File: src/hw/rtl/sird_pkg.sv
package sird_pkg;

   // Default width of the signed input integer
   localparam int VALUE_WIDTH_DEFAULT = 32;

   // Configuration register indexes
   localparam int CSR_INDEX_WIDTH = 2;
   localparam logic [CSR_INDEX_WIDTH-1:0] REG_RADIX       = 2'd0;
   localparam logic [CSR_INDEX_WIDTH-1:0] REG_CHARS_LOW   = 2'd1;
   localparam logic [CSR_INDEX_WIDTH-1:0] REG_CHARS_HIGH  = 2'd2;

   localparam int CSR_DATA_WIDTH = 64;
   localparam int RADIX_WIDTH    = 5;
   localparam int DIGIT_WIDTH    = 4;
   localparam int CHAR_WIDTH     = 8;
   localparam int TABLE_WIDTH    = 16 * CHAR_WIDTH;

   // Reset values: radix ten, table "0123456789abcdef"
   localparam logic [RADIX_WIDTH-1:0]    RADIX_RESET = 5'd10;
   localparam logic [CSR_DATA_WIDTH-1:0] LOW_RESET   = 64'h3736_3534_3332_3130;
   localparam logic [CSR_DATA_WIDTH-1:0] HIGH_RESET  = 64'h6665_6463_6261_3938;

   localparam logic [RADIX_WIDTH-1:0] RADIX_MIN = 5'd2;
   localparam logic [RADIX_WIDTH-1:0] RADIX_MAX = 5'd16;

   localparam logic [CHAR_WIDTH-1:0] MINUS_CHAR = 8'h2D;

   // Configuration seen by the datapath
   typedef struct packed {
      logic [RADIX_WIDTH-1:0] radix;   // clamped to 2..16
      logic [TABLE_WIDTH-1:0] chars;   // digit value d in bits 8d+7..8d
   } cfg_type;

   // Controller to datapath
   typedef struct packed {
      logic load;
      logic div_step;
      logic emit_sign;
      logic emit_digit;
   } cmd_type;

   // Datapath to controller
   typedef struct packed {
      logic neg;
      logic nib_last;
      logic quot_zero;
      logic ptr_zero;
      logic out_free;
   } status_type;

endpackage

File: src/hw/rtl/sird_regs.sv
module sird_regs
   import sird_pkg::*;
(
   input  logic                       clock,
   input  logic                       reset,
   input  logic                       csr_valid,
   output logic                       csr_ready,
   input  logic [CSR_INDEX_WIDTH-1:0] csr_index,
   input  logic [CSR_DATA_WIDTH-1:0]  csr_data,
   output cfg_type                    cfg
);

   logic [RADIX_WIDTH-1:0]    radix_ff, radix_in;
   logic [CSR_DATA_WIDTH-1:0] low_ff, low_in;
   logic [CSR_DATA_WIDTH-1:0] high_ff, high_in;

   // Writes are always taken; unknown indexes are dropped
   assign csr_ready = 1'b1;

   always_comb begin
      radix_in = radix_ff;
      low_in   = low_ff;
      high_in  = high_ff;
      if (csr_valid) begin
         case (csr_index)
            REG_RADIX:      radix_in = csr_data[RADIX_WIDTH-1:0];
            REG_CHARS_LOW:  low_in   = csr_data;
            REG_CHARS_HIGH: high_in  = csr_data;
            default: ;
         endcase
      end
   end

   always_ff @(posedge clock) begin
      if (reset) begin
         radix_ff <= RADIX_RESET;
         low_ff   <= LOW_RESET;
         high_ff  <= HIGH_RESET;
      end else begin
         radix_ff <= radix_in;
         low_ff   <= low_in;
         high_ff  <= high_in;
      end
   end

   // Out-of-range radix clamps to the nearest legal base
   always_comb begin
      if (radix_ff < RADIX_MIN) begin
         cfg.radix = RADIX_MIN;
      end else if (radix_ff > RADIX_MAX) begin
         cfg.radix = RADIX_MAX;
      end else begin
         cfg.radix = radix_ff;
      end
      cfg.chars = {high_ff, low_ff};
   end

endmodule

File: config.mk
export PLATFORM = sky130hd
export DESIGN_NAME = sird_regs
export DESIGN_NICKNAME = d
export VERILOG_FILES = /design/src/hw/rtl/sird_pkg.sv /design/src/hw/rtl/sird_regs.sv
export SDC_FILE = /design/constraint.sdc
export NUM_CORES = 1
export LEC_CHECK = 0
export BUFFER_PORTS_ARGS = -buffer_cell sky130_fd_sc_hd__buf_2
export CAP_MARGIN = 15
export CELL_PAD_IN_SITES_DETAIL_PLACEMENT = 0
export CELL_PAD_IN_SITES_GLOBAL_PLACEMENT = 2
export CORE_ASPECT_RATIO = 1.75
export CORE_MARGIN = 2
export CORE_UTILIZATION = 29
export DETAILED_ROUTE_END_ITERATION = 8
export PLACE_DENSITY = 0.86
export SLEW_MARGIN = 20
export SYNTH_ARGS = -nofsm -noshare
export SYNTH_HDL_FRONTEND = slang
export SYNTH_SLANG_ARGS = --single-unit
File: constraint.sdc
create_clock -name clock -period 1.4 [get_ports clock]
set_clock_uncertainty 0.05 [all_clocks]
set_input_delay 0.42 -clock clock [delete_from_list [all_inputs] [get_ports clock]]
set_output_delay 0.42 -clock clock [all_outputs]
set_load 0.01 [all_outputs]
==> results.yml, run 1 <==
global_routing:
  antenna_found_initial: 1
  grt_use_total_pct: 14.4
  grt_pass1_wl_mm: 21.8
  grt_max_degree: 52
  grt_pass1_vias: 4145
  grt_overflow_total: 0
logic_synthesis:
  synthAdderAreaFrac_pct: 0
  synth_top_family_by_area: "multiplexers"
  synth_top_cell_by_area: "dfxtp_1"
  yosysSeqAreaShare_pct: 48.4
  synth-edff-count: 0
  synthesis.area_um2: 5500
  yosys.area_share.simple_pct: 22.3
  synth-xor-area-share_pct: 0
  synthTopCellsByArea: "dfxtp_1 (48%), mux2i_1 (24%), nand2b_1 (14%), nor2_1 (6.8%), buf_4 (2.6%)"
  ys_seq_elements: 133
  synth_compound_area_share_pct: 0.182
  async_reset_ff_share_pct: 0
  ys.flop_type: "dfxtp_1"
  synth.avg_cell_area_um2: 10.1
  muxShareOfSynthArea_pct: 24.2
  synthDistinctLibCells: 17
  synth_top_area_share_pct: 48.4
  netlist_instances: 545
  yosysWarnings: 0
  synth_fp_nets: 614
detailed_routing:
  wl_per_cell_um: 14.5
  vias: 4227
  postRouteWirelength_mm: 14.4
  drcViolationCount: 0
  dr.pass1.iters: 4
  ant_nets: 0
  drt_iter0_drc: 123
  drt-vias-per-instance: 4.27
sta:
  finalHoldViolCount: 0
  finalCriticalPeriod_ns: 1.65
  tns_ns: -0.712
  min_period_over_period_pct: 118
  finalSetupViolCount: 4
  rsz0062_at_grt: "yes"
  fin_ws_ns: -0.250
  slew_viol_final: 0
  fmax_mhz: 606
min_path:
  hp-class: "input pin to flip-flop"
  min_path_cells: 3
  hp-start: "csr_data[17]"
  hold_end: "high_ff[17]$_SDFFE_PP0P_"
worst_setup_path:
  arrival_ns: 1.18
  path_class: "flip-flop to output pin"
  timing.rr.start: "low_ff[53]$_SDFFE_PP1P_"
  reg2regPathDepth: 2
  cp-start-kind: "flip-flop"
  critPathMaxFanout: 4
  end_kind: "output pin"
  cp.required_ns: 0.93
  worst_r2r_endpoint: "low_ff[53]$_SDFFE_PP1P_"
  reg2reg_slack_ns: 0.70
finish:
  area_delta_synth_final_pct: 36.6
  drive_gt1_share_pct: 38.8
  nNetsFinal: 808
place:
  dp_hpwl_mm: 10.5
  gp_congestion: 0.742
  io_buffers: 201
  dpl_worst_slack_ns: -0.0490
floorplanning:
  ioPinCount: 203
  initial_core_util_pct: 29.6
  die_y_um: 186
  rows: 66
  core_area_um2: 18600
  fp.dieW_um: 108
  die_area_um2: 20100
status:
  status: "finished with violations"
  violations: "setup timing"
pwr:
  peakVddDrop_v: 0.000580
  p_total_mw: 9.13
  leakage_nw: 3.34
  power.density_nw_per_um2: 1220
cts:
  htreeDepth: 4
  clk_pin_slew_ns: 0.06
  hold_buffers: 0
  cts.root.buffer_cell: "clkbuf_16"
  ctsLongestPathBuffers: 2
  cts_tree: "built"
  cts_buffers: 17
  cts.sinks: 133
  clk-insertion-delay-late_ns: 0.41
flow_run:
  max_cap_viol_count: 0
[worst max path at each step]
stage | startpoint | endpoint | slack (ns) | cells past startpoint
2_1_floorplan | csr_index[1] | low_ff[15]$_SDFFE_PP0P_ | 0.08 | 5
3_3_place_gp | csr_index[1] | low_ff[14]$_SDFFE_PP0P_ | -0.008 | 4
3_5_place_dp | csr_index[1] | low_ff[6]$_SDFFE_PP0P_ | -0.05 | 4
4_1_cts | radix_ff[2]$_SDFFE_PP0P_ | cfg[129] | -0.27 | 3
5_1_grt | radix_ff[3]$_SDFFE_PP1P_ | cfg[129] | -0.31 | 3
6_report | radix_ff[3]$_SDFFE_PP1P_ | cfg[129] | -0.25 | 3
[timing repair]
item                                    CTS  global route
pin swaps                                 0             3
endpoints found under the hold margin     0             0
setup buffers                             0             0
endpoints found under the setup margin   11            49
resized for setup                        10            54
[cells by family (layout without fill, tap and decap cells)]
| kind of cell | after synthesis | in the layout |
|---|---|---|
| AND/OR/NAND/NOR | 234 | 234 |
| buffers and inverters | 43 | 250 |
| other | 1 | 2 |
| AO/OA/AOI/OAI | 1 | 1 |
| multiplexers | 133 | 133 |
| flip-flops | 133 | 133 |
[through the flow]
| stage | instances | cell area, um^2 | utilization [%] | hold slack, ns |
|---|---|---|---|---|
| 3_5_place_dp | 958 | 6780 | 36.5 | 0.410 |
| 5_1_grt | 991 | 7510 | 40.4 | 0.196 |
| 4_1_cts | 990 | 7360 | 39.6 | 0.196 |
| 6_report | 991 | 7510 | 40.4 | 0.209 |
| 3_3_place_gp | 958 | 6780 | 36.5 | 0.403 |
| 2_1_floorplan | 545 | 5500 | - | 0.398 |
[where the power goes]
| group | switching, mW | internal [mW] |
|---|---|---|
| Clock | 1.79 | 2.45 |
| Sequential | 0.0732 | 3.93 |
| Combinational | 0.443 | 0.439 |
| Total | 2.31 | 6.82 |
[synth_stat cells (2+ instances only)]
cell and n:
and3b_1 2, buf_2 6, buf_4 19, buf_6 3, clkbuf_1 14, dfxtp_1 133, mux2i_1 133, nand2b_1 124
nand3b_1 2, nor2_1 100, nor2b_1 2, nor3b_1 2
[cell type report]
type | count | area [um^2]
clock buffers | 18 | 429
repair buffers | 218 | 1350
multi-input cells | 369 | 2590
flip-flops and latches | 133 | 2710
well taps | 238 | 298
diodes | 1 | 2.50
clock inverters | 14 | 126
fillers | 1906 | 11100
[cells in the final DEF (no fill, tap or decap)]
| cell | instances |
|---|---|
| nor2_1 | 99 |
| inv_6 | 4 |
| dfxtp_4 | 2 |
| diode_2 | 1 |
| clkinv_4 | 1 |
| o21ba_4 | 1 |
| or3b_2 | 1 |
| nor3_2 | 1 |
| conb_1 | 1 |
| and3b_2 | 2 |
| dfxtp_2 | 34 |
| clkbuf_16 | 17 |
| mux2i_1 | 133 |
| nand3b_1 | 2 |
| bufinv_16 | 1 |
| buf_6 | 12 |
| nand2b_1 | 124 |
| buf_2 | 178 |
| clkinvlp_4 | 5 |
| dfxtp_1 | 97 |
| nor3b_1 | 1 |
| nor2_2 | 1 |
| clkinv_2 | 3 |
| clkbuf_1 | 1 |
| nor2b_1 | 2 |
| buf_12 | 9 |
| buf_4 | 19 |
| nor3b_2 | 1 |
[routing by layer]
layer | track usage, % | share of wire (%) | vias up
met5 | 0 | 0 | -
met4 | 6.77 | 2.7 | 0
met3 | 3.54 | 4.5 | 18
met2 | 26.9 | 56 | 111
met1 | 14.7 | 37 | 1950
li1 | - | - | 2148
[worst max-delay path, cell delays in order, from the launching register on]
cell and delay, ns:
dfxtp_2 0.34, o21ba_4 0.22, nor2_2 0.09, buf_2 0.13
[sequential cells by signal, summed over array words and instances (netlist names)]
| register | cells |
|---|---|
| high_ff | 64 |
| low_ff | 64 |
| radix_ff | 5 |
Power figures use the tool's default switching activity.
==> run 2, diff against run 1 <==
--- a/config.mk
+++ b/config.mk
@@ -12,7 +12,10 @@
 export CORE_ASPECT_RATIO = 1.75
 export CORE_MARGIN = 2
 export CORE_UTILIZATION = 29
+export CTS_CLUSTER_SIZE = 16
 export DETAILED_ROUTE_END_ITERATION = 8
+export GPL_TIMING_DRIVEN = 0
+export MAX_ROUTING_LAYER = met4
 export PLACE_DENSITY = 0.86
 export SLEW_MARGIN = 20
 export SYNTH_ARGS = -nofsm -noshare
==> results.yml, run 2 (synthesis results as in run 1) <==
status:
  status: "finished with violations"
  violations: "setup timing"
floorplanning:
  initial_core_util_pct: 29.6
  fp.dieW_um: 108
  ioPinCount: 203
  die_area_um2: 20100
  rows: 66
  die_y_um: 186
  core_area_um2: 18600
worst_setup_path:
  crit_chain: "o21ba_4 > nor2_2 > buf_2"
  cp-start-kind: "flip-flop"
  path_class: "flip-flop to output pin"
  crit_slowest_cell: "dfxtp_2"
  critPathMaxFanout: 4
  cp.required_ns: 0.93
  end_kind: "output pin"
  cp_slowest_stage_delay_ns: 0.34
  arrival_ns: 1.19
finish:
  drive_gt1_share_pct: 41.1
  fin_util_pct: 40.6
  n_antenna_cell: 0
  nNetsFinal: 834
  mostFrequentLayoutCell: "buf_2"
  largestRegisters: "high_ff: 64 flops, low_ff: 64 flops, radix_ff: 5 flops"
  area_delta_synth_final_pct: 37.3
  layout_common_cells: "buf_2 (185), mux2i_1 (133), nand2b_1 (124)"
detailed_routing:
  vias: 4471
  drcViolationCount: 0
  postRouteWirelength_mm: 17.7
  dr.pass1.iters: 4
  drt-vias-per-instance: 4.40
  ant_nets: 0
  wl_per_cell_um: 17.4
  drt_iter0_drc: 134
sta:
  slew_viol_final: 0
  fin_ws_ns: -0.262
  holdWs_ns: 0.206
  rsz0062_at_grt: "yes"
  slew_headroom_pct: 54.9
  min_period_over_period_pct: 119
  fmax_mhz: 602
  finalCriticalPeriod_ns: 1.66
  tightest_slew_ns: 0.677
  finalHoldViolCount: 0
  finalSetupViolCount: 5
global_routing:
  met2_usage_pct: 34.5
  met1_usage_pct: 19.3
  grt_use_total_pct: 18.6
  grt_pass1_wl_mm: 26.3
  antenna_found_initial: 0
  use_met3_pct: 3.85
  busiest_layer: "met2"
  grt_pass1_vias: 4622
  grt_max_degree: 17
  grt_overflow_total: 0
cts:
  ctsLongestPathBuffers: 2
  clk_pin_slew_ns: 0.06
  cts.sinks: 133
  cts_tree: "built"
  cts_buffers: 17
  htreeDepth: 4
  cts.root.buffer_cell: "clkbuf_16"
  clk-insertion-delay-late_ns: 0.42
  hold_buffers: 0
pwr:
  peakVddDrop_v: 0.000593
  power.density_nw_per_um2: 1220
  leakage_nw: 3.38
  p_total_mw: 9.21
place:
  io_buffers: 200
  gp_congestion: 0.773
  dp_hpwl_mm: 13.0
flow_run:
  max_cap_viol_count: 0
min_path:
  hp-class: "input pin to flip-flop"
-- run 2: cell count changes in the layout (fill, tap and decap cells not counted), sizes merged --
cell	previous run	this run
clkinv	4	5
buf	218	229
inv	4	2
clkbuf	18	32
clkinvlp	5	7
diode	1	0
-- run 2: through the flow --
step	instance area (um^2)	instances	TNS (ns)	worst slack, ns
6_report	7550	1016	-0.959	-0.262
5_1_grt	7550	1016	-1.19	-0.313
4_1_cts	7400	1016	-1.01	-0.273
3_5_place_dp	6800	983	-18.92	-0.252
3_3_place_gp	6800	983	-17.09	-0.241
2_1_floorplan	5500	545	0	0.0779
-- run 2: final cells by class --
class	count	area [um^2]
repair buffers	201	1100
well taps	238	298
clock buffers	17	425
flip-flops and latches	133	2730
clock inverters	15	133
fillers	1919	11000
plain buffers	43	264
multi-input cells	369	2600
-- run 2: final timing paths --
check,startpoint,slack (ns),end,cells past startpoint
setup / recovery,radix_ff[3]$_SDFFE_PP1P_,-0.26,cfg[129],3
hold / removal,csr_data[44],0.21,high_ff[44]$_SDFFE_PP0P_,3
setup reg to reg,radix_ff[4]$_SDFFE_PP0P_,0.69,radix_ff[4]$_SDFFE_PP0P_,2
hold reg to reg,low_ff[16]$_SDFFE_PP0P_,0.42,low_ff[16]$_SDFFE_PP0P_,2
-- run 2: timing repair --
| action | in CTS | in global routing |
|---|---|---|
| resized for setup | 16 | 64 |
| pin swaps | 2 | 2 |
| endpoints found under the setup margin | 11 | 59 |
| setup buffers | 1 | 0 |
-- run 2: critical path, delay by kind of cell (launching register included) --
family,cells,cell delay [ns]
AND/OR/NAND/NOR,1,0.08
buffers and inverters,1,0.13
flip-flops,1,0.34
AO/OA/AOI/OAI,1,0.22
-- run 2: power breakdown --
| group | leakage, nW | switching, mW | total (mW) | internal, mW |
|---|---|---|---|---|
| clock | 0.254 | 1.83 | 4.27 | 2.44 |
| sequential | 1.09 | 0.0768 | 4.01 | 3.93 |
| combinational | 2.04 | 0.500 | 0.934 | 0.434 |
| total | 3.38 | 2.40 | 9.21 | 6.80 |
-- run 2: metal layers --
layer / vias up / wire [um]
li1: 2216 / -
met5: - / 0
met3: 21 / 681
met1: 2107 / 6840
met2: 127 / 9880
met4: 0 / 318
