[config.mk]
export PLATFORM = sky130hd
export DESIGN_NAME = sird_ctrl
export DESIGN_NICKNAME = d
export VERILOG_FILES = /design/src/hw/rtl/sird_pkg.sv /design/src/hw/rtl/sird_ctrl.sv
export SDC_FILE = /design/constraint.sdc
export NUM_CORES = 1
export LEC_CHECK = 0
export BUFFER_PORTS_ARGS = -buffer_cell sky130_fd_sc_hd__buf_4
export CAP_MARGIN = 20
export CORE_AREA = 2 2 39 41
export DETAILED_ROUTE_END_ITERATION = 8
export DIE_AREA = 0 0 41 43
export PLACE_DENSITY_LB_ADDON = 0.12
export SYNTH_ARGS = -nofsm -noshare
export SYNTH_HDL_FRONTEND = slang
export SYNTH_SLANG_ARGS = --single-unit
export TNS_END_PERCENT = 100
[constraint.sdc]
create_clock -name clock -period 1.08 [get_ports clock]
set_input_delay 0.216 -clock clock [delete_from_list [all_inputs] [get_ports clock]]
set_output_delay 0.216 -clock clock [all_outputs]
set_load 0.02 [all_outputs]
[src/hw/rtl/sird_pkg.sv]
package sird_pkg;

   // Default width of the signed input integer
   localparam int VALUE_WIDTH_DEFAULT = 32;

   // Configuration register indexes
   localparam int CSR_INDEX_WIDTH = 2;
   localparam logic [CSR_INDEX_WIDTH-1:0] REG_RADIX       = 2'd0;
   localparam logic [CSR_INDEX_WIDTH-1:0] REG_CHARS_LOW   = 2'd1;
   localparam logic [CSR_INDEX_WIDTH-1:0] REG_CHARS_HIGH  = 2'd2;

   localparam int CSR_DATA_WIDTH = 64;
   localparam int RADIX_WIDTH    = 5;
   localparam int DIGIT_WIDTH    = 4;
   localparam int CHAR_WIDTH     = 8;
   localparam int TABLE_WIDTH    = 16 * CHAR_WIDTH;

   // Reset values: radix ten, table "0123456789abcdef"
   localparam logic [RADIX_WIDTH-1:0]    RADIX_RESET = 5'd10;
   localparam logic [CSR_DATA_WIDTH-1:0] LOW_RESET   = 64'h3736_3534_3332_3130;
   localparam logic [CSR_DATA_WIDTH-1:0] HIGH_RESET  = 64'h6665_6463_6261_3938;

   localparam logic [RADIX_WIDTH-1:0] RADIX_MIN = 5'd2;
   localparam logic [RADIX_WIDTH-1:0] RADIX_MAX = 5'd16;

   localparam logic [CHAR_WIDTH-1:0] MINUS_CHAR = 8'h2D;

   // Configuration seen by the datapath
   typedef struct packed {
      logic [RADIX_WIDTH-1:0] radix;   // clamped to 2..16
      logic [TABLE_WIDTH-1:0] chars;   // digit value d in bits 8d+7..8d
   } cfg_type;

   // Controller to datapath
   typedef struct packed {
      logic load;
      logic div_step;
      logic emit_sign;
      logic emit_digit;
   } cmd_type;

   // Datapath to controller
   typedef struct packed {
      logic neg;
      logic nib_last;
      logic quot_zero;
      logic ptr_zero;
      logic out_free;
   } status_type;

endpackage

[src/hw/rtl/sird_ctrl.sv]
module sird_ctrl
   import sird_pkg::*;
(
   input  logic       clock,
   input  logic       reset,
   input  logic       req_valid,
   output logic       req_ready,
   input  status_type status,
   output cmd_type    cmd
);

   localparam logic [2:0] ST_IDLE  = 3'd0;
   localparam logic [2:0] ST_DIV   = 3'd1;
   localparam logic [2:0] ST_SIGN  = 3'd2;
   localparam logic [2:0] ST_FETCH = 3'd3;
   localparam logic [2:0] ST_SEND  = 3'd4;

   logic [2:0] state_ff, state_in;

   // Sequencer: divide until the quotient is zero, then send sign and digits
   always_comb begin
      state_in  = state_ff;
      cmd       = '0;
      req_ready = 1'b0;
      case (state_ff)
         ST_IDLE: begin
            req_ready = 1'b1;
            if (req_valid) begin
               cmd.load = 1'b1;
               state_in = ST_DIV;
            end
         end
         ST_DIV: begin
            cmd.div_step = 1'b1;
            if (status.nib_last && status.quot_zero) begin
               state_in = status.neg ? ST_SIGN : ST_FETCH;
            end
         end
         ST_SIGN: begin
            if (status.out_free) begin
               cmd.emit_sign = 1'b1;
               state_in      = ST_SEND;
            end
         end
         // wait state for the registered digit read
         ST_FETCH: begin
            state_in = ST_SEND;
         end
         ST_SEND: begin
            if (status.out_free) begin
               cmd.emit_digit = 1'b1;
               if (status.ptr_zero) begin
                  state_in = ST_IDLE;
               end
            end
         end
         default: begin
            state_in = ST_IDLE;
         end
      endcase
   end

   always_ff @(posedge clock) begin
      if (reset) begin
         state_ff <= ST_IDLE;
      end else begin
         state_ff <= state_in;
      end
   end

endmodule

==> results of run 1 <==
[power by group through the flow]
stage | Combinational (mW) | Sequential [mW] | Clock, mW
floorplan | 0.0582 | 0.123 | 0
global placement | 0.0982 | 0.131 | 0
detailed placement | 0.0989 | 0.130 | 0
CTS | 0.113 | 0.125 | 0.212
global route | 0.123 | 0.126 | 0.225
finish | 0.115 | 0.124 | 0.202
[metrics by stage]
step	util [%]	hold slack [ns]	std cells	total power, mW	area [um^2]
6_report	31.2	0.172	56	0.441	432
5_1_grt	31.2	0.176	56	0.475	432
4_1_cts	30.9	0.166	56	0.450	428
3_5_place_dp	26.2	0.425	51	0.229	363
3_3_place_gp	26.2	0.418	51	0.229	363
2_1_floorplan	-	0.281	20	0.181	234
[per-layer routing]
| layer | global-route usage (%) | up-vias | routed length (um) |
|---|---|---|---|
| li1 | - | 119 | - |
| met1 | 9.94 | 106 | 253 |
| met2 | 11.9 | 7 | 296 |
| met3 | 1.57 | 2 | 28 |
| met4 | 6.00 | 0 | 8 |
| met5 | 0 | - | 0 |
[cell usage after synthesis]
cell type  number  area (um^2)
o32ai_2         1         16.3
or3b_1          1         8.76
and4bb_2        1         12.5
nor3_1          1         5.00
and4_2          1         10.0
nor3b_1         2         15.0
a211oi_1        1         7.51
nor4_1          1         6.26
buf_6           1         11.3
dfxtp_1         3         60.1
nor2_1          1         3.75
nand2b_1        1         6.26
and2_1          2         12.5
nand4b_1        1         8.76
o21bai_1        1         7.51
or4b_4          1         13.8
[what timing repair did]
| item | 4_1_cts | 5_1_grt |
|---|---|---|
| resized for setup | 11 | 1 |
| pin swaps | 6 | 1 |
| setup buffers | 1 | 0 |
| endpoints found under the setup margin | 6 | 7 |
[cell families after synthesis]
logic type,count (synthesis),synth area share [%]
and+or+nand+nor,13,50.0
AOI/OAI and AO/OA,3,15.2
buffers and inverters,1,5.49
DFF,3,29.3
[cell type report]
type | count | area [um^2] | area share, %
Clock buffer | 4 | 26.3 | 6.09
Multi-Input combinational cell | 16 | 171 | 39.7
Sequential cell | 3 | 71.3 | 16.5
Tap cell | 16 | 20.0 | 4.64
Timing Repair Buffer | 17 | 143 | 33.0
[worst max-delay path, cell delays in order, from the launching register on]
cell	delay, ns
dfxtp_4	0.36
nor3_4	0.20
and2_4	0.17
buf_6	0.10
[how the worst max path moves through the flow]
stage | to | slack (ns) | depth (start not counted)
5_1_grt | cmd[1] | -0.26 | 3
3_3_place_gp | state_ff[2]$_SDFFE_PP0P_ | -0.07 | 2
4_1_cts | cmd[1] | -0.21 | 3
3_5_place_dp | cmd[1] | -0.05 | 3
2_1_floorplan | cmd[3] | -0.06 | 3
6_report | cmd[3] | -0.20 | 3
==> results.ini, run 1 <==
[sta]
drv_slew=0
hold_viol=0
rsz0062_at_grt=yes
relSlewSlack_pct=87.1
finalSetupViolCount=6
clock_skew_ns=0.00208
timing.final.crit_share_pct=118
fin_crit_ns=1.28
fin_ws_ns=-0.200
timing.fmax_mhz=781
worst_slew_pin_slew_ns=0.192
final.setup.tns_ns=-0.878

[place]
place_hpwl_um=426
gp_congestion=0.630
dp_slack_ns=-0.0536
io_buffer_count=12

[power_and_ir_drop]
intPower_mw=0.321
p_comb_share_pct=26.0
leakagePower_nw=0.179
power_frac_seq_pct=28.2
p_switching_mw=0.120
clockPowerShare_pct=45.8
power_density_nw_per_um2=1020
ir_worst_vdd_mv=0.316
sw_frac_of_total_pct=27.2

[setup_path]
crit_required_ns=0.86
end_kind=output port
rrSetupSlack_ns=-0.05
start_kind=register
rr_startpoint=state_ff[0]$_SDFFE_PP0P_
worstPathMaxFanout=6
reg2reg_to=state_ff[1]$_SDFFE_PP0P_
path_class=reg -> out
reg2reg_depth=3
crit_start=state_ff[0]$_SDFFE_PP0P_
cp.arrival_ns=1.06

[grt]
grt_usage_pct=8.12
grt_remaining_overflow=0
grt_pass1_vias=236
grt_max_degree=9
antenna_found_initial=0
grt_pass1_wl_um=952

[worst_hold_path]
hold_end=state_ff[1]$_SDFFE_PP0P_
min-delay-start=reset
min_path_cells=2
worstHoldPathType=in -> reg

[drt]
wl_um=588
wl_per_cell_um=10.5
ant_nets=0
via_count=234
first_pass_iters=2
viasPerCell=4.18
drc=0
drt-initial-drc-count=5

[clock_tree]
holdBufCountCts=0
cts_htree_levels=1
clk-insertion-delay-late_ns=0.24
cts_sinks=3
clk_path_buf_depth=2
clockRootBuffer=clkbuf_4
cts_tree=built
cts_buffers=3
clkTransAtPathRegs_ns=0.04

[floorplanning]
die-height_um=43
core_area_um2=1380
rows=14
initial_core_util_pct=14.8
die_w_um=41
num_io_pins=13
die_area_um2=1760

[job]
drv_cap=0

[finish]
top_register=state_ff
nets=49
syn_to_final_growth_pct=110
mostFrequentLayoutCell=buf_4
most-common-layout-cells=buf_4 (11), buf_6 (5), clkbuf_4 (3), dfxtp_4 (3)
antenna_cells=0
fillCellCount=149
largestRegisters=state_ff (3)
drive_above_1_share_pct=77.5
largest_reg_flops=3

[yosys]
synth_area_um2=205
yosysUniqueCellTypes=16
synth_cells=20
syn_avg_cell_area_um2=10.3
ys_ff_latch=3
seq_area_frac_synth_pct=29.3
yosysWarnings=0
syn_nets=28

[outcome]
outcome=complete, but fails checks
violations=negative setup slack

Power figures use the tool's default switching activity.
==> run 2: changes to the inputs <==
- GPL_TIMING_DRIVEN: unset -> 0
==> results.ini, run 2 (synthesized netlist as in run 1, its figures left out) <==
[finish]
fillCellCount=154
largestRegisters=state_ff (3)
drive_above_1_share_pct=82.5
top_register=state_ff
nets=49
largest_reg_flops=3
most-common-layout-cells=buf_4 (11), buf_6 (6), clkbuf_4 (3)
syn_to_final_growth_pct=116
instances_no_fill=56
multiInputGateArea_um2=178
regArea_um2=68.8
mostFrequentLayoutCell=buf_4
antenna_cells=0

[clock_tree]
cts_htree_levels=1
cts_tree=built
clk_path_buf_depth=2
clockRootBuffer=clkbuf_4
cts_buffers=3
holdBufCountCts=0
clk-insertion-delay-late_ns=0.23
clkTransAtPathRegs_ns=0.04
cts_sinks=3

[floorplanning]
num_io_pins=13
die-height_um=43
core_area_um2=1380
rows=14
die_area_um2=1760
die_w_um=41
initial_core_util_pct=14.8

[job]
drv_cap=0

[drt]
viasPerCell=4.27
via_count=239
first_pass_iters=2
ant_nets=0
drt-initial-drc-count=1
drc=0
wl_um=602
wl_per_cell_um=10.8

[setup_path]
rr_startpoint=state_ff[0]$_SDFFE_PP0P_
rrSetupSlack_ns=-0.13
crit_required_ns=0.86
slowest_delay_ns=0.31
worstPathMaxFanout=5
cp.arrival_ns=1.08
reg2reg_depth=4
reg2reg_to=state_ff[2]$_SDFFE_PP0P_
crit_buf_inv=2
cp_slowest_cell=dfxtp_2
start_kind=register
crit_start=state_ff[0]$_SDFFE_PP0P_
cpMostUsedCell=buf_6
crit_chain=buf_6, and4bb_2, buf_6
crit_family=flip-flops
end_kind=output port
path_class=reg -> out

[sta]
timing.fmax_mhz=770
clock_skew_ns=0.00157
relSlewSlack_pct=86.8
finalSetupViolCount=8
worst_slew_pin_slew_ns=0.196
fin_crit_ns=1.30
fin_ws_ns=-0.219
rsz0062_at_grt=yes
hold_ws_ns=0.163
drv_slew=0
timing.final.crit_share_pct=120
hold_viol=0

[power_and_ir_drop]
p_switching_mw=0.126
power_frac_seq_pct=26.3
clockPowerShare_pct=44.5
p_comb_share_pct=29.2
power_density_nw_per_um2=1040
ir_worst_vdd_mv=0.262
sw_frac_of_total_pct=27.5
intPower_mw=0.333
leakagePower_nw=0.185

[grt]
antenna_found_initial=0
grt_remaining_overflow=0
grt_max_degree=8
grt_pass1_vias=245
met1_usage_pct=10.5
grt_use_met3_pct=1.57
met2_usage_pct=13.8
grt_usage_pct=8.91
grt_pass1_wl_um=1050
busiest_layer=met2

[place]
io_buffer_count=12
dpl.cell_count=48
gp_congestion=0.603
dp_slack_ns=-0.0893

[worst_hold_path]
min-delay-start=reset
hold_end=state_ff[1]$_SDFFE_PP0P_
min_path_cells=2
worstHoldPathType=in -> reg

[outcome]
outcome=complete, but fails checks
violations=negative setup slack

run 2: changes by cell type in the layout (fill, tap and decap cells not counted):
cell,before,now
buf_6,5,6
a211oi_2,0,1
and4_4,0,1
and4_2,1,0
a211oi_1,1,0
dfxtp_2,0,1
buf_1,1,0
dfxtp_4,3,2
run 2: worst max-delay path by stage:
stage	to	slack (ns)	depth (start not counted)
6_report	cmd[0]	-0.22	3
5_1_grt	cmd[1]	-0.27	3
4_1_cts	cmd[0]	-0.22	3
3_5_place_dp	cmd[1]	-0.09	3
3_3_place_gp	state_ff[2]$_SDFFE_PP0P_	-0.1	2
2_1_floorplan	cmd[3]	-0.06	3
run 2: routing by layer:
metal  up-vias  share of wire, %
li1        118                 -
met1       116                40
met2         5                57
met3         0               3.3
met4         0                 0
met5         -                 0
run 2: layout make-up:
cell class	instances	area share (%)
flip-flops and latches	3	15.5
well taps	16	4.52
repair buffers	16	31.4
clock buffers	4	5.93
multi-input cells	16	40.1
plain buffers	1	2.54
run 2: repair_timing:
action / CTS / global route
endpoints found under the setup margin: 7 / 8
pin swaps: 4 / 3
gates cloned: 1 / 0
gates resized for setup: 12 / 2
setup buffers: 3 / 0
run 2: metrics by stage:
stage	setup TNS [ns]	power [mW]	area, um^2	util, %
floorplan	-0.0650	0.181	234	-
global placement	-0.206	0.228	344	24.9
detailed placement	-0.214	0.228	344	24.9
CTS	-1.23	0.454	438	31.6
global route	-1.49	0.489	443	32.0
finish	-1.12	0.459	443	32.0
run 2: power by group through the flow:
stage               combinational [mW]  clock [mW]  sequential, mW
floorplan                       0.0582           0           0.123
global placement                 0.104           0           0.125
detailed placement               0.104           0           0.125
CTS                              0.132       0.201           0.121
global route                     0.144       0.222           0.122
finish                           0.134       0.204           0.121
==> run 3: changes to the inputs <==
- SLEW_MARGIN: unset -> 10
- clock period: 1.08 -> 1.49 ns (I/O delays scaled with it)
==> results.ini, run 3 (synthesized netlist as in run 1, its figures left out) <==
[outcome]
outcome=complete, no violations

[finish]
largestRegisters=state_ff (3)
antenna_cells=0
nets=45
top_register=state_ff
mostFrequentLayoutCell=buf_4
largest_reg_flops=3
final_cell_area_um2=354
instances_no_fill=52
drive_above_1_share_pct=66.7
syn_to_final_growth_pct=72.6
most-common-layout-cells=buf_4 (12), clkbuf_4 (3), and2_1 (2), dfxtp_2 (2)

[drt]
ant_nets=0
via_count=216
wl_um=550
wl_per_cell_um=10.6
drt-initial-drc-count=0
drc=0
viasPerCell=4.15
first_pass_iters=1

[setup_path]
path_class=reg -> out
start_kind=register
crit_required_ns=1.19
cp.arrival_ns=1.13
worstPathMaxFanout=7
end_kind=output port

[clock_tree]
clk_path_buf_depth=2
clkTransAtPathRegs_ns=0.04
clockRootBuffer=clkbuf_4
cts_setup_buffers=0
cts_tree=built
cts_buffers=3
cts_htree_levels=1
cts_sinks=3
clk-insertion-delay-late_ns=0.24

[sta]
clock_skew_ns=0.00171
timing.fmax_mhz=702
hold_viol=0
final.setup.tns_ns=0
fin_crit_ns=1.43
rsz0062_at_grt=no
fin_ws_ns=0.0645
timing.final.crit_share_pct=95.7
drv_slew=0
finalSetupViolCount=0
worst_slew_pin_slew_ns=0.224
relSlewSlack_pct=84.9

[grt]
grt_remaining_overflow=0
met1_usage_pct=9.27
met2_usage_pct=8.13
grt_use_met3_pct=6.28
grt_usage_pct=7.62
grt_pass1_wl_um=807
busiest_layer=met1
antenna_found_initial=0
grt_max_degree=11
grt_pass1_vias=205

[worst_hold_path]
worstHoldPathType=in -> reg

[place]
dpl.cell_count=48
io_buffer_count=12
place_hpwl_um=378
postPlaceCellArea_um2=320
dp_slack_ns=0.261
gp_congestion=0.614

[floorplanning]
num_io_pins=13
die_w_um=41
initial_core_util_pct=14.8
core_area_um2=1380
rows=14
die_area_um2=1760
die-height_um=43

[power_and_ir_drop]
intPower_mw=0.223
power_frac_seq_pct=28.6
clockPowerShare_pct=48.6
power_density_nw_per_um2=870
ir_worst_vdd_mv=0.379
p_comb_share_pct=22.7
power_mw=0.308
p_switching_mw=0.0847
leakagePower_nw=0.145
sw_frac_of_total_pct=27.5

[job]
drv_cap=0

## run 3: power by group through the flow
stage,Combinational [mW],Sequential [mW],Clock [mW]
global route,0.0756,0.0887,0.167
global placement,0.0699,0.0894,0
floorplan,0.0368,0.0884,0
CTS,0.0700,0.0880,0.158
finish,0.0700,0.0882,0.150
detailed placement,0.0698,0.0892,0
## run 3: per-layer routing
layer | vias up | share of wire, %
met5 | - | 0
met4 | 0 | 0
met3 | 0 | 13
met2 | 13 | 43
met1 | 93 | 44
li1 | 110 | -
## run 3: repair_timing
item	4_1_cts	5_1_grt
gates resized for setup	1	2
hold buffers	0	0
setup endpoints to repair	1	1
## run 3: cell type report
cell class	count	area, um^2
tap	16	20.0
sequential	3	62.6
timing repair buffer	12	90.1
multi-input combinational	16	144
clock buffer	4	26.3
fill	162	1030
buffer	1	11.3
## run 3: final timing paths
check	startpoint	endpoint	slack (ns)	cells past startpoint
max	state_ff[2]$_SDFFE_PP0P_	cmd[1]	0.06	3
min reg2reg	state_ff[2]$_SDFFE_PP0P_	state_ff[1]$_SDFFE_PP0P_	0.49	1
max reg2reg	state_ff[0]$_SDFFE_PP0P_	state_ff[2]$_SDFFE_PP0P_	0.37	3
min	reset	state_ff[1]$_SDFFE_PP0P_	0.24	2
## run 3: worst max-delay path, stage by stage, from the launching register on
cell and delay, ns:
dfxtp_2 0.35, nand2b_1 0.19, nor3b_2 0.19, buf_4 0.16
## run 3: metrics by stage
stage               hold slack, ns  util, %
global placement             0.508     23.1
detailed placement           0.501     23.1
finish                       0.245     25.6
global route                 0.239     25.6
floorplan                    0.371        -
CTS                          0.238     25.1
