===== config.mk =====
export PLATFORM = sky130hd
export DESIGN_NAME = sird_datapath
export DESIGN_NICKNAME = d
export VERILOG_FILES = /design/src/hw/rtl/sird_pkg.sv /design/src/hw/rtl/sird_datapath.sv
export SDC_FILE = /design/constraint.sdc
export NUM_CORES = 1
export LEC_CHECK = 0
export BUFFER_PORTS_ARGS = -buffer_cell sky130_fd_sc_hd__buf_2
export CAP_MARGIN = 20
export CORE_MARGIN = 2
export CORE_UTILIZATION = 50
export CTS_BUF_LIST = sky130_fd_sc_hd__clkbuf_8 sky130_fd_sc_hd__clkbuf_16
export CTS_CLUSTER_DIAMETER = 150
export DETAILED_ROUTE_END_ITERATION = 6
export GPL_ROUTABILITY_DRIVEN = 1
export PLACE_DENSITY = 0.69
export SETUP_SLACK_MARGIN = 0.02
export SLEW_MARGIN = 20
export SYNTH_ARGS = -nofsm -noshare
export SYNTH_HDL_FRONTEND = slang
export SYNTH_SLANG_ARGS = --single-unit

===== constraint.sdc =====
create_clock -name clock -period 13.9 [get_ports clock]
set_clock_uncertainty 0.2 [all_clocks]
set_input_delay 2.085 -clock clock [delete_from_list [all_inputs] [get_ports clock]]
set_output_delay 2.085 -clock clock [all_outputs]
set_load 0.1 [all_outputs]

===== src/hw/rtl/sird_pkg.sv =====
package sird_pkg;

   // Default width of the signed input integer
   localparam int VALUE_WIDTH_DEFAULT = 32;

   // Configuration register indexes
   localparam int CSR_INDEX_WIDTH = 2;
   localparam logic [CSR_INDEX_WIDTH-1:0] REG_RADIX       = 2'd0;
   localparam logic [CSR_INDEX_WIDTH-1:0] REG_CHARS_LOW   = 2'd1;
   localparam logic [CSR_INDEX_WIDTH-1:0] REG_CHARS_HIGH  = 2'd2;

   localparam int CSR_DATA_WIDTH = 64;
   localparam int RADIX_WIDTH    = 5;
   localparam int DIGIT_WIDTH    = 4;
   localparam int CHAR_WIDTH     = 8;
   localparam int TABLE_WIDTH    = 16 * CHAR_WIDTH;

   // Reset values: radix ten, table "0123456789abcdef"
   localparam logic [RADIX_WIDTH-1:0]    RADIX_RESET = 5'd10;
   localparam logic [CSR_DATA_WIDTH-1:0] LOW_RESET   = 64'h3736_3534_3332_3130;
   localparam logic [CSR_DATA_WIDTH-1:0] HIGH_RESET  = 64'h6665_6463_6261_3938;

   localparam logic [RADIX_WIDTH-1:0] RADIX_MIN = 5'd2;
   localparam logic [RADIX_WIDTH-1:0] RADIX_MAX = 5'd16;

   localparam logic [CHAR_WIDTH-1:0] MINUS_CHAR = 8'h2D;

   // Configuration seen by the datapath
   typedef struct packed {
      logic [RADIX_WIDTH-1:0] radix;   // clamped to 2..16
      logic [TABLE_WIDTH-1:0] chars;   // digit value d in bits 8d+7..8d
   } cfg_type;

   // Controller to datapath
   typedef struct packed {
      logic load;
      logic div_step;
      logic emit_sign;
      logic emit_digit;
   } cmd_type;

   // Datapath to controller
   typedef struct packed {
      logic neg;
      logic nib_last;
      logic quot_zero;
      logic ptr_zero;
      logic out_free;
   } status_type;

endpackage


===== src/hw/rtl/sird_datapath.sv =====
module sird_datapath
   import sird_pkg::*;
#(
   parameter int VALUE_WIDTH = VALUE_WIDTH_DEFAULT
)(
   input  logic                          clock,
   input  logic                          reset,
   input  logic signed [VALUE_WIDTH-1:0] req_value,
   input  cfg_type                       cfg,
   input  cmd_type                       cmd,
   output status_type                    status,
   output logic                          rsp_valid,
   input  logic                          rsp_ready,
   output logic [CHAR_WIDTH-1:0]         rsp_char_out,
   output logic                          rsp_last
);

   localparam int NIBBLES = (VALUE_WIDTH + DIGIT_WIDTH - 1) / DIGIT_WIDTH;
   localparam int QW      = NIBBLES * DIGIT_WIDTH;
   localparam int NBW     = $clog2(NIBBLES);
   localparam int AW      = $clog2(VALUE_WIDTH);

   // Quotient shift register, partial remainder and counters
   logic [QW-1:0]          mag_ff, mag_in;
   logic [DIGIT_WIDTH-1:0] rem_ff, rem_in;
   logic [NBW-1:0]         nib_ff, nib_in;
   logic [AW-1:0]          wr_ptr_ff, wr_ptr_in;
   logic [AW-1:0]          ptr_ff, ptr_in;
   logic                   neg_ff, neg_in;

   // Output register
   logic                   valid_ff, valid_in;
   logic [CHAR_WIDTH-1:0]  char_ff, char_in;
   logic                   last_ff, last_in;

   // Digit store, least significant digit at index zero
   logic [DIGIT_WIDTH-1:0] digit_mem [VALUE_WIDTH];
   logic [DIGIT_WIDTH-1:0] rd_data_ff;
   logic [AW-1:0]          rd_addr;

   logic [VALUE_WIDTH-1:0] abs_value;
   logic [8:0]             acc;
   logic [8:0]             trial;
   logic [DIGIT_WIDTH-1:0] q;
   logic [QW-1:0]          quot_next;
   logic                   nib_last;
   logic                   out_free;
   logic [CHAR_WIDTH-1:0]  digit_char;

   // Unsigned magnitude; the most negative value maps to 2^(W-1)
   assign abs_value = req_value[VALUE_WIDTH-1] ? (~req_value + VALUE_WIDTH'(1)) : req_value;

   // One quotient nibble per cycle: four compare-subtract steps
   always_comb begin
      acc = {1'b0, rem_ff, mag_ff[QW-1 -: DIGIT_WIDTH]};
      q   = '0;
      for (int b = DIGIT_WIDTH - 1; b >= 0; b--) begin
         trial = 9'(cfg.radix) << b;
         if (acc >= trial) begin
            acc  = acc - trial;
            q[b] = 1'b1;
         end
      end
   end

   assign quot_next  = {mag_ff[QW-DIGIT_WIDTH-1:0], q};
   assign nib_last   = (nib_ff == NBW'(NIBBLES - 1));
   assign out_free   = !valid_ff || rsp_ready;
   assign digit_char = cfg.chars[{rd_data_ff, 3'b000} +: CHAR_WIDTH];
   assign rd_addr    = cmd.emit_digit ? (ptr_ff - AW'(1)) : ptr_ff;

   always_comb begin
      mag_in    = mag_ff;
      rem_in    = rem_ff;
      nib_in    = nib_ff;
      wr_ptr_in = wr_ptr_ff;
      ptr_in    = ptr_ff;
      neg_in    = neg_ff;
      valid_in  = valid_ff && !rsp_ready;
      char_in   = char_ff;
      last_in   = last_ff;

      if (cmd.load) begin
         mag_in    = QW'(abs_value);
         rem_in    = '0;
         nib_in    = '0;
         wr_ptr_in = '0;
         neg_in    = req_value[VALUE_WIDTH-1];
      end

      if (cmd.div_step) begin
         mag_in = quot_next;
         rem_in = acc[DIGIT_WIDTH-1:0];
         nib_in = nib_ff + NBW'(1);
         // digit complete: store it and start the next division
         if (nib_last) begin
            rem_in    = '0;
            nib_in    = '0;
            wr_ptr_in = wr_ptr_ff + AW'(1);
            ptr_in    = wr_ptr_ff;
         end
      end

      if (cmd.emit_sign) begin
         valid_in = 1'b1;
         char_in  = MINUS_CHAR;
         last_in  = 1'b0;
      end

      if (cmd.emit_digit) begin
         valid_in = 1'b1;
         char_in  = digit_char;
         last_in  = (ptr_ff == '0);
         ptr_in   = ptr_ff - AW'(1);
      end
   end

   always_ff @(posedge clock) begin
      if (reset) begin
         valid_ff <= 1'b0;
      end else begin
         valid_ff <= valid_in;
      end
      mag_ff    <= mag_in;
      rem_ff    <= rem_in;
      nib_ff    <= nib_in;
      wr_ptr_ff <= wr_ptr_in;
      ptr_ff    <= ptr_in;
      neg_ff    <= neg_in;
      char_ff   <= char_in;
      last_ff   <= last_in;
   end

   // Digit memory: one write, one registered read
   always_ff @(posedge clock) begin
      if (cmd.div_step && nib_last) begin
         digit_mem[wr_ptr_ff] <= acc[DIGIT_WIDTH-1:0];
      end
      rd_data_ff <= digit_mem[rd_addr];
   end

   assign status.neg       = neg_ff;
   assign status.nib_last  = nib_last;
   assign status.quot_zero = (quot_next == '0);
   assign status.ptr_zero  = (ptr_ff == '0);
   assign status.out_free  = out_free;

   assign rsp_valid    = valid_ff;
   assign rsp_char_out = char_ff;
   assign rsp_last     = last_ff;

endmodule


==> results.toml, run 1 <==
[sta]
tightest_slew_ns = 0.897
hold_viol = 0
post-route-period-util = 0.868
timing.slew.headroom = 0.402
maxClockFrequency_ghz = 0.0829
setup_violations = 0
rsz0062_at_grt = "no"
drv_slew = 0
final_period_minus_worst_setup_slack_ns = 12.06
totalNegativeSetupSlack_ns = 0
final_critical_path_setup_slack_ns = 1.84

[clocking]
cts_max_level = 4
clock_path_buffers = 2
postCtsResizedCells = 0
tritoncts = "done"
post-cts-setup-buffers = 0
postCtsHoldBufs = 0
cts_root_buf = "clkbuf_16"
cts.clk_slew.worst_paths_ns = 0.06
numClockSinks = 192
total_cts_buffers = 17
worst_skew_pair.late_latency_ns = 0.44

[setup_path]
crit_fanout = 10
criticalPathCategory = "primary input to output port"
startpoint_type = "primary input"
critPathTopFamily = "compound AO/OA/AOI/OAI gates"
timing.critical_path.required_ns = 11.61
cp_common_cell = "a21o_1"
slowest_stage_delay_cp_ns = 0.49
critical_path_buf_inv_count = 3
arrival_time_of_data_at_the_critical_path_endpoint_ns = 9.78
worst_path_max_delay_cell = "fa_1"
worstSetupEndpointType = "output port"

[synth]
ys_async_sr_fraction = 0
synth_enable_flop_cells = 182
synth.net_count = 945
yosysTopAreaCellShare = 0.520
synth_simple_gate_area_share = 0.0939
netlist.top_cell.by_area = "edfxtp_1"
synth.mux.area_fraction = 0.187
yosysWarnings = 0
combinational_family_with_the_most_area_after_synthesis = "multiplexers"
synthTopCellsByArea = "edfxtp_1 52%, mux4_2 17%, ha_1 3.4%"
yosys_most_used_dff = "edfxtp_1"
post_synth_inst_count = 740
post_synth_xor_area_fraction = 0.0408
seq_area_frac_synth = 0.539
ys_ff_latch = 192
area_share_of_fa_ha_maj_cells_after_synthesis = 0.0421
synth-compound-area-share = 0.0723
synth.avg_cell_area_um2 = 14.2
ys_types = 61
syn-cell-area_um2 = 10500

[power_and_ir_drop]
power_frac_comb = 0.469
power.ir.vdd_worst_uv = 418
clockPowerShare = 0.144
power_frac_seq = 0.387
power_w = 0.00341
switchingPower_w = 0.00135
swShare = 0.397
power-per-cell-area_nw_per_um2 = 278
cell_internal_power_w = 0.00206
power_leakage_nw = 4.54

[place]
gp_congestion = 0.933
place.port_buffers = 186
dp_hpwl_mm = 17.0
dp_worst_setup_slack_ns = 1.86
dp.cells = 1170

[detailed_routing]
drt_pre_antenna_iters = 4
drc = 0
detail_route.vias_per_cell = 5.62
route.vias.total = 6758
routed_wire_length_per_instance_um = 19.3
drt_iter0_drc = 456
antenna_violating_nets_post_route = 0
postRouteWirelength_mm = 23.2

[cells_and_area]
layout_commonest_cell = "buf_2"
antenna-diode-count = 0
layoutNonFillerInstCount = 1202
layout.cells.most_common_list = "186 x buf_2, 182 x edfxtp_1, 80 x mux4_2"
final_util = 0.590
total_of_fill_cells_in_the_finished_design = 1673
fraction_of_final_layout_cells_with_drive_strength_greater_than_1 = 0.368
num-nets-final = 1119
area_growth_synth_to_finish_pct = 16.7

[floorplanning]
fp.dieW_um = 149
rows = 53
floorplan.die.height_um = 149
start_util = 0.505
placeableCoreArea_um2 = 20800
boundaryPins = 187
die-area_um2 = 22200

[global_routing]
antenna_found_initial = 0
grt_use_met1 = 0.281
grt_first_pass_wirelength_mm = 35.9
first_global_vias = 6673
grt_use_total = 0.213
gr-usage-met2 = 0.359
grt_start_max_net_pins = 69
grt-ovfl-total = 0
top_usage_layer = "met2"
global_route.usage.met3 = 0.0453

[run]
cap_violations = 0

[status]
outcome = "complete, no violations"

[worst_hold_path]
min_path_type = "flip-flop to flip-flop"
Yosys cell counts (all sizes together), types with 2 or more instances:
library cell and count:
edfxtp 182, mux4 80, nand2 59, o21ai 57, nor2 49, xor2 38, ha 29, clkbuf 23
inv 23, a21oi 18, nand3 15, buf 14, nand2b 13, xnor2 11, and2 10, dfxtp 10
mux2 10, o31ai 10, nor4 9, nor3 8, a21o 7, nand3b 6, o41ai 6, or4 6
mux2i 5, a211oi 4, fa 4, nor2b 4, o211a 3, o21a 3, or3 3, a211o 2
a21boi 2, a31oi 2, nand4 2, or2 2, or3b 2
path summary, 6_finish.rpt:
| check | slack, ns | to | cells past startpoint | startpoint |
|---|---|---|---|---|
| worst min-delay path | 0.29 | rsp_valid$_SDFF_PP0_ | 2 | rsp_valid$_SDFF_PP0_ |
| worst min register to register | 0.29 | rsp_valid$_SDFF_PP0_ | 2 | rsp_valid$_SDFF_PP0_ |
| worst max register to register | 5.52 | digit_mem[13][2]$_DFFE_PP_ | 30 | mag_ff[31]$_DFFE_PP_ |
| worst max-delay path | 1.84 | status[2] | 30 | cfg[129] |
state kept, by name (all words and copies together), names as in the netlist:
| register | cells |
|---|---|
| digit_mem | 128 |
| ptr_ff | 5 |
| mag_ff | 32 |
| neg_ff | 1 |
| nib_ff | 3 |
| wr_ptr_ff | 5 |
| rsp_valid | 1 |
| rsp_last | 1 |
| rsp_char_out | 8 |
| rem_ff | 4 |
| rd_data_ff | 4 |
routing by layer:
metal	wire, um	share of wire
met1	9680	0.42
met2	11700	0.51
met3	1470	0.063
met4	333	0.014
met5	0	0
logic make-up after synthesis:
group,after synthesis
adder cells (fa/ha/maj),33
XOR/XNOR,49
AND/OR/NAND/NOR,193
AO/OA/AOI/OAI,117
buffers and inverters,61
multiplexers,95
flip-flops,192
tightest hold or removal path, stage by stage (launching register included):
cell and delay (ns):
dfxtp_1 0.31, nand2b_1 0.08, a21oi_1 0.06
metrics by stage:
stage / area (um2) / hold slack [ns]
finish: 12300 / 0.287
floorplan: 10500 / 0.297
CTS: 12300 / 0.289
detailed placement: 11700 / 0.279
global route: 12300 / 0.318
global placement: 11700 / 0.272
power groups by stage:
stage | logic (W) | registers [W] | clock network [W]
floorplan | 0.00107 | 0.00138 | 0
finish | 0.00160 | 0.00132 | 0.000491
CTS | 0.00160 | 0.00134 | 0.000497
global route | 0.00178 | 0.00133 | 0.000520
detailed placement | 0.00160 | 0.00135 | 0
global placement | 0.00155 | 0.00135 | 0
cell type report:
cell class	count	area, um2	area share
inverter	23	86.3	0.00703
clock buffer	17	425	0.0346
sequential	192	5670	0.462
multi-input combinational	487	4600	0.375
clock inverter	15	170	0.0139
timing repair buffer	193	983	0.0801
tap	275	344	0.0280
Power figures use the tool's default switching activity.
==> run 2, diff against run 1 <==
--- a/config.mk
+++ b/config.mk
@@ -7,12 +7,13 @@
 export LEC_CHECK = 0
 export BUFFER_PORTS_ARGS = -buffer_cell sky130_fd_sc_hd__buf_2
 export CAP_MARGIN = 20
-export CORE_MARGIN = 2
+export CORE_MARGIN = 3
 export CORE_UTILIZATION = 50
 export CTS_BUF_LIST = sky130_fd_sc_hd__clkbuf_8 sky130_fd_sc_hd__clkbuf_16
 export CTS_CLUSTER_DIAMETER = 150
 export DETAILED_ROUTE_END_ITERATION = 6
 export GPL_ROUTABILITY_DRIVEN = 1
+export GPL_TIMING_DRIVEN = 0
 export PLACE_DENSITY = 0.69
 export SETUP_SLACK_MARGIN = 0.02
 export SLEW_MARGIN = 20
==> run 2 against run 1 <==
Non-clock buffer count rose by 32; power rose by 0.31%; final cell count rose by 2.2%; register-to-register slack got worse by 0.15 ns; wire length rose by 5.8%; hold slack improved by 0.016 ns; cell area rose by 0.81%; sequential power barely moved; maximum frequency fell by 1.2%; largest power group unchanged; highest routed layer unchanged.
==> results.toml, run 2 (synthesized netlist as in run 1, its figures left out) <==
[status]
outcome = "complete, no violations"

[clocking]
total_cts_buffers = 17
tritoncts = "done"
cts.clk_slew.worst_paths_ns = 0.06
cts_root_buf = "clkbuf_16"
postCtsResizedCells = 0
postCtsHoldBufs = 0
numClockSinks = 192
worst_skew_pair.late_latency_ns = 0.43
post-cts-setup-buffers = 0
cts_max_level = 4
clock_path_buffers = 2

[detailed_routing]
met2RoutedLength_mm = 12.1
antenna_violating_nets_post_route = 0
met1_length_mm = 10.9
drt_iter0_drc = 541
drc = 0
drt_pre_antenna_iters = 5
route.vias.total = 7017
maxUsedRoutingLayer = "met4"
postRouteWirelength_mm = 24.6
routed_wire_length_per_instance_um = 20.0
dr_wl_met3_mm = 1.40
detail_route.vias_per_cell = 5.71

[cells_and_area]
layout.cells.most_common_list = "188 x buf_2, 182 x edfxtp_1, 80 x mux4_2"
final-seq-area_um2 = 5670
area_growth_synth_to_finish_pct = 17.7
final_util = 0.606
fraction_of_final_layout_cells_with_drive_strength_greater_than_1 = 0.352
total_area_of_multi_input_combinational_cells_um2 = 4610
register_with_the_highest_flop_count = "digit_mem"
num-nets-final = 1151
layout_commonest_cell = "buf_2"
antenna-diode-count = 0
largest_register_ffs = 128
total_of_fill_cells_in_the_finished_design = 1618

[global_routing]
grt_start_max_net_pins = 40
antenna_found_initial = 0
grt-ovfl-total = 0
grt_first_pass_wirelength_mm = 37.3
first_global_vias = 6849
grt_use_total = 0.215

[run]
cap_violations = 0

[worst_hold_path]
min_from = "rsp_valid$_SDFF_PP0_"
hold_end = "rsp_valid$_SDFF_PP0_"
min_path_type = "flip-flop to flip-flop"
worstHoldPathCells = 2

[sta]
timing.slew.headroom = 0.332
tightest_slew_ns = 1.00
maxClockFrequency_ghz = 0.0819
hold_viol = 0
totalNegativeSetupSlack_ns = 0
drv_slew = 0
rsz0062_at_grt = "no"
setup_violations = 0
post-route-period-util = 0.878
final_period_minus_worst_setup_slack_ns = 12.21

[setup_path]
arrival_time_of_data_at_the_critical_path_endpoint_ns = 9.92
timing.critical_path.required_ns = 11.61
r2r_start = "mag_ff[31]$_DFFE_PP_"
crit_fanout = 10
cp_common_cell = "a21o_1"
worst_path_max_delay_cell = "fa_1"
slowest_stage_delay_cp_ns = 0.50
r2r_slack_ns = 5.37
criticalPathCategory = "primary input to output port"
worst_r2r_endpoint = "digit_mem[0][1]$_DFFE_PP_"
startpoint_type = "primary input"
worstSetupEndpointType = "output port"
rr_worst_depth = 32

[place]
gp_congestion = 0.833
place.port_buffers = 186
dp_hpwl_mm = 18.9

[floorplanning]
start_util = 0.515
rows = 52
die-area_um2 = 22800
placeableCoreArea_um2 = 20400
boundaryPins = 187
fp.dieW_um = 151
floorplan.die.height_um = 151

[power_and_ir_drop]
power-per-cell-area_nw_per_um2 = 276
power.ir.vdd_worst_uv = 441
power_leakage_nw = 4.59
[run 2: final cells by class]
class                      count  area share
clock inverter                13     0.00809
inverter                      23     0.00698
buffer                        38      0.0148
clock buffer                  19      0.0366
timing repair buffer         187      0.0764
sequential                   192       0.458
tap                          270      0.0273
multi-input combinational    487       0.372
[run 2: how the worst max path moves through the flow]
| stage | from | to | slack [ns] | cells after the start |
|---|---|---|---|---|
| CTS | cfg[129] | status[2] | 1.59 | 32 |
| finish | cfg[129] | status[2] | 1.69 | 33 |
| detailed placement | cfg[129] | status[2] | 1.61 | 32 |
| floorplan | cfg[129] | status[2] | 2.15 | 31 |
| global route | cfg[129] | status[2] | 1.01 | 32 |
| global placement | cfg[129] | digit_mem[13][0]$_DFFE_PP_ | 1.16 | 30 |
[run 2: critical path: cells and delay by family]
family          cells  cell delay [ns]
buf+inv             6             1.14
compound gates     13             2.78
fa+ha+maj           4             1.51
mux                 3             1.18
simple gates        7             1.19
[run 2: metrics by stage]
step / hold WS, ns / setup slack, ns / total power (W) / instance area (um2) / instances
4_1_cts: 0.315 / 1.59 / 0.00346 / 12400 / 1229
6_report: 0.303 / 1.69 / 0.00342 / 12400 / 1229
2_1_floorplan: 0.297 / 2.15 / 0.00244 / 10500 / 740
3_5_place_dp: 0.306 / 1.61 / 0.00301 / 11800 / 1197
5_1_grt: 0.350 / 1.01 / 0.00365 / 12400 / 1229
3_3_place_gp: 0.276 / 1.16 / 0.00292 / 11800 / 1196
[run 2: metal layers]
metal,up-vias,GRT usage
li1,3292,-
met1,3495,0.321
met2,216,0.334
met3,14,0.0461
met4,0,0.0394
met5,-,0
[run 2: power breakdown]
group	internal [W]	switching [W]	total, W
combinational	0.000535	0.00112	0.00165
clock	0.000254	0.000204	0.000457
sequential	0.00129	0.0000227	0.00131
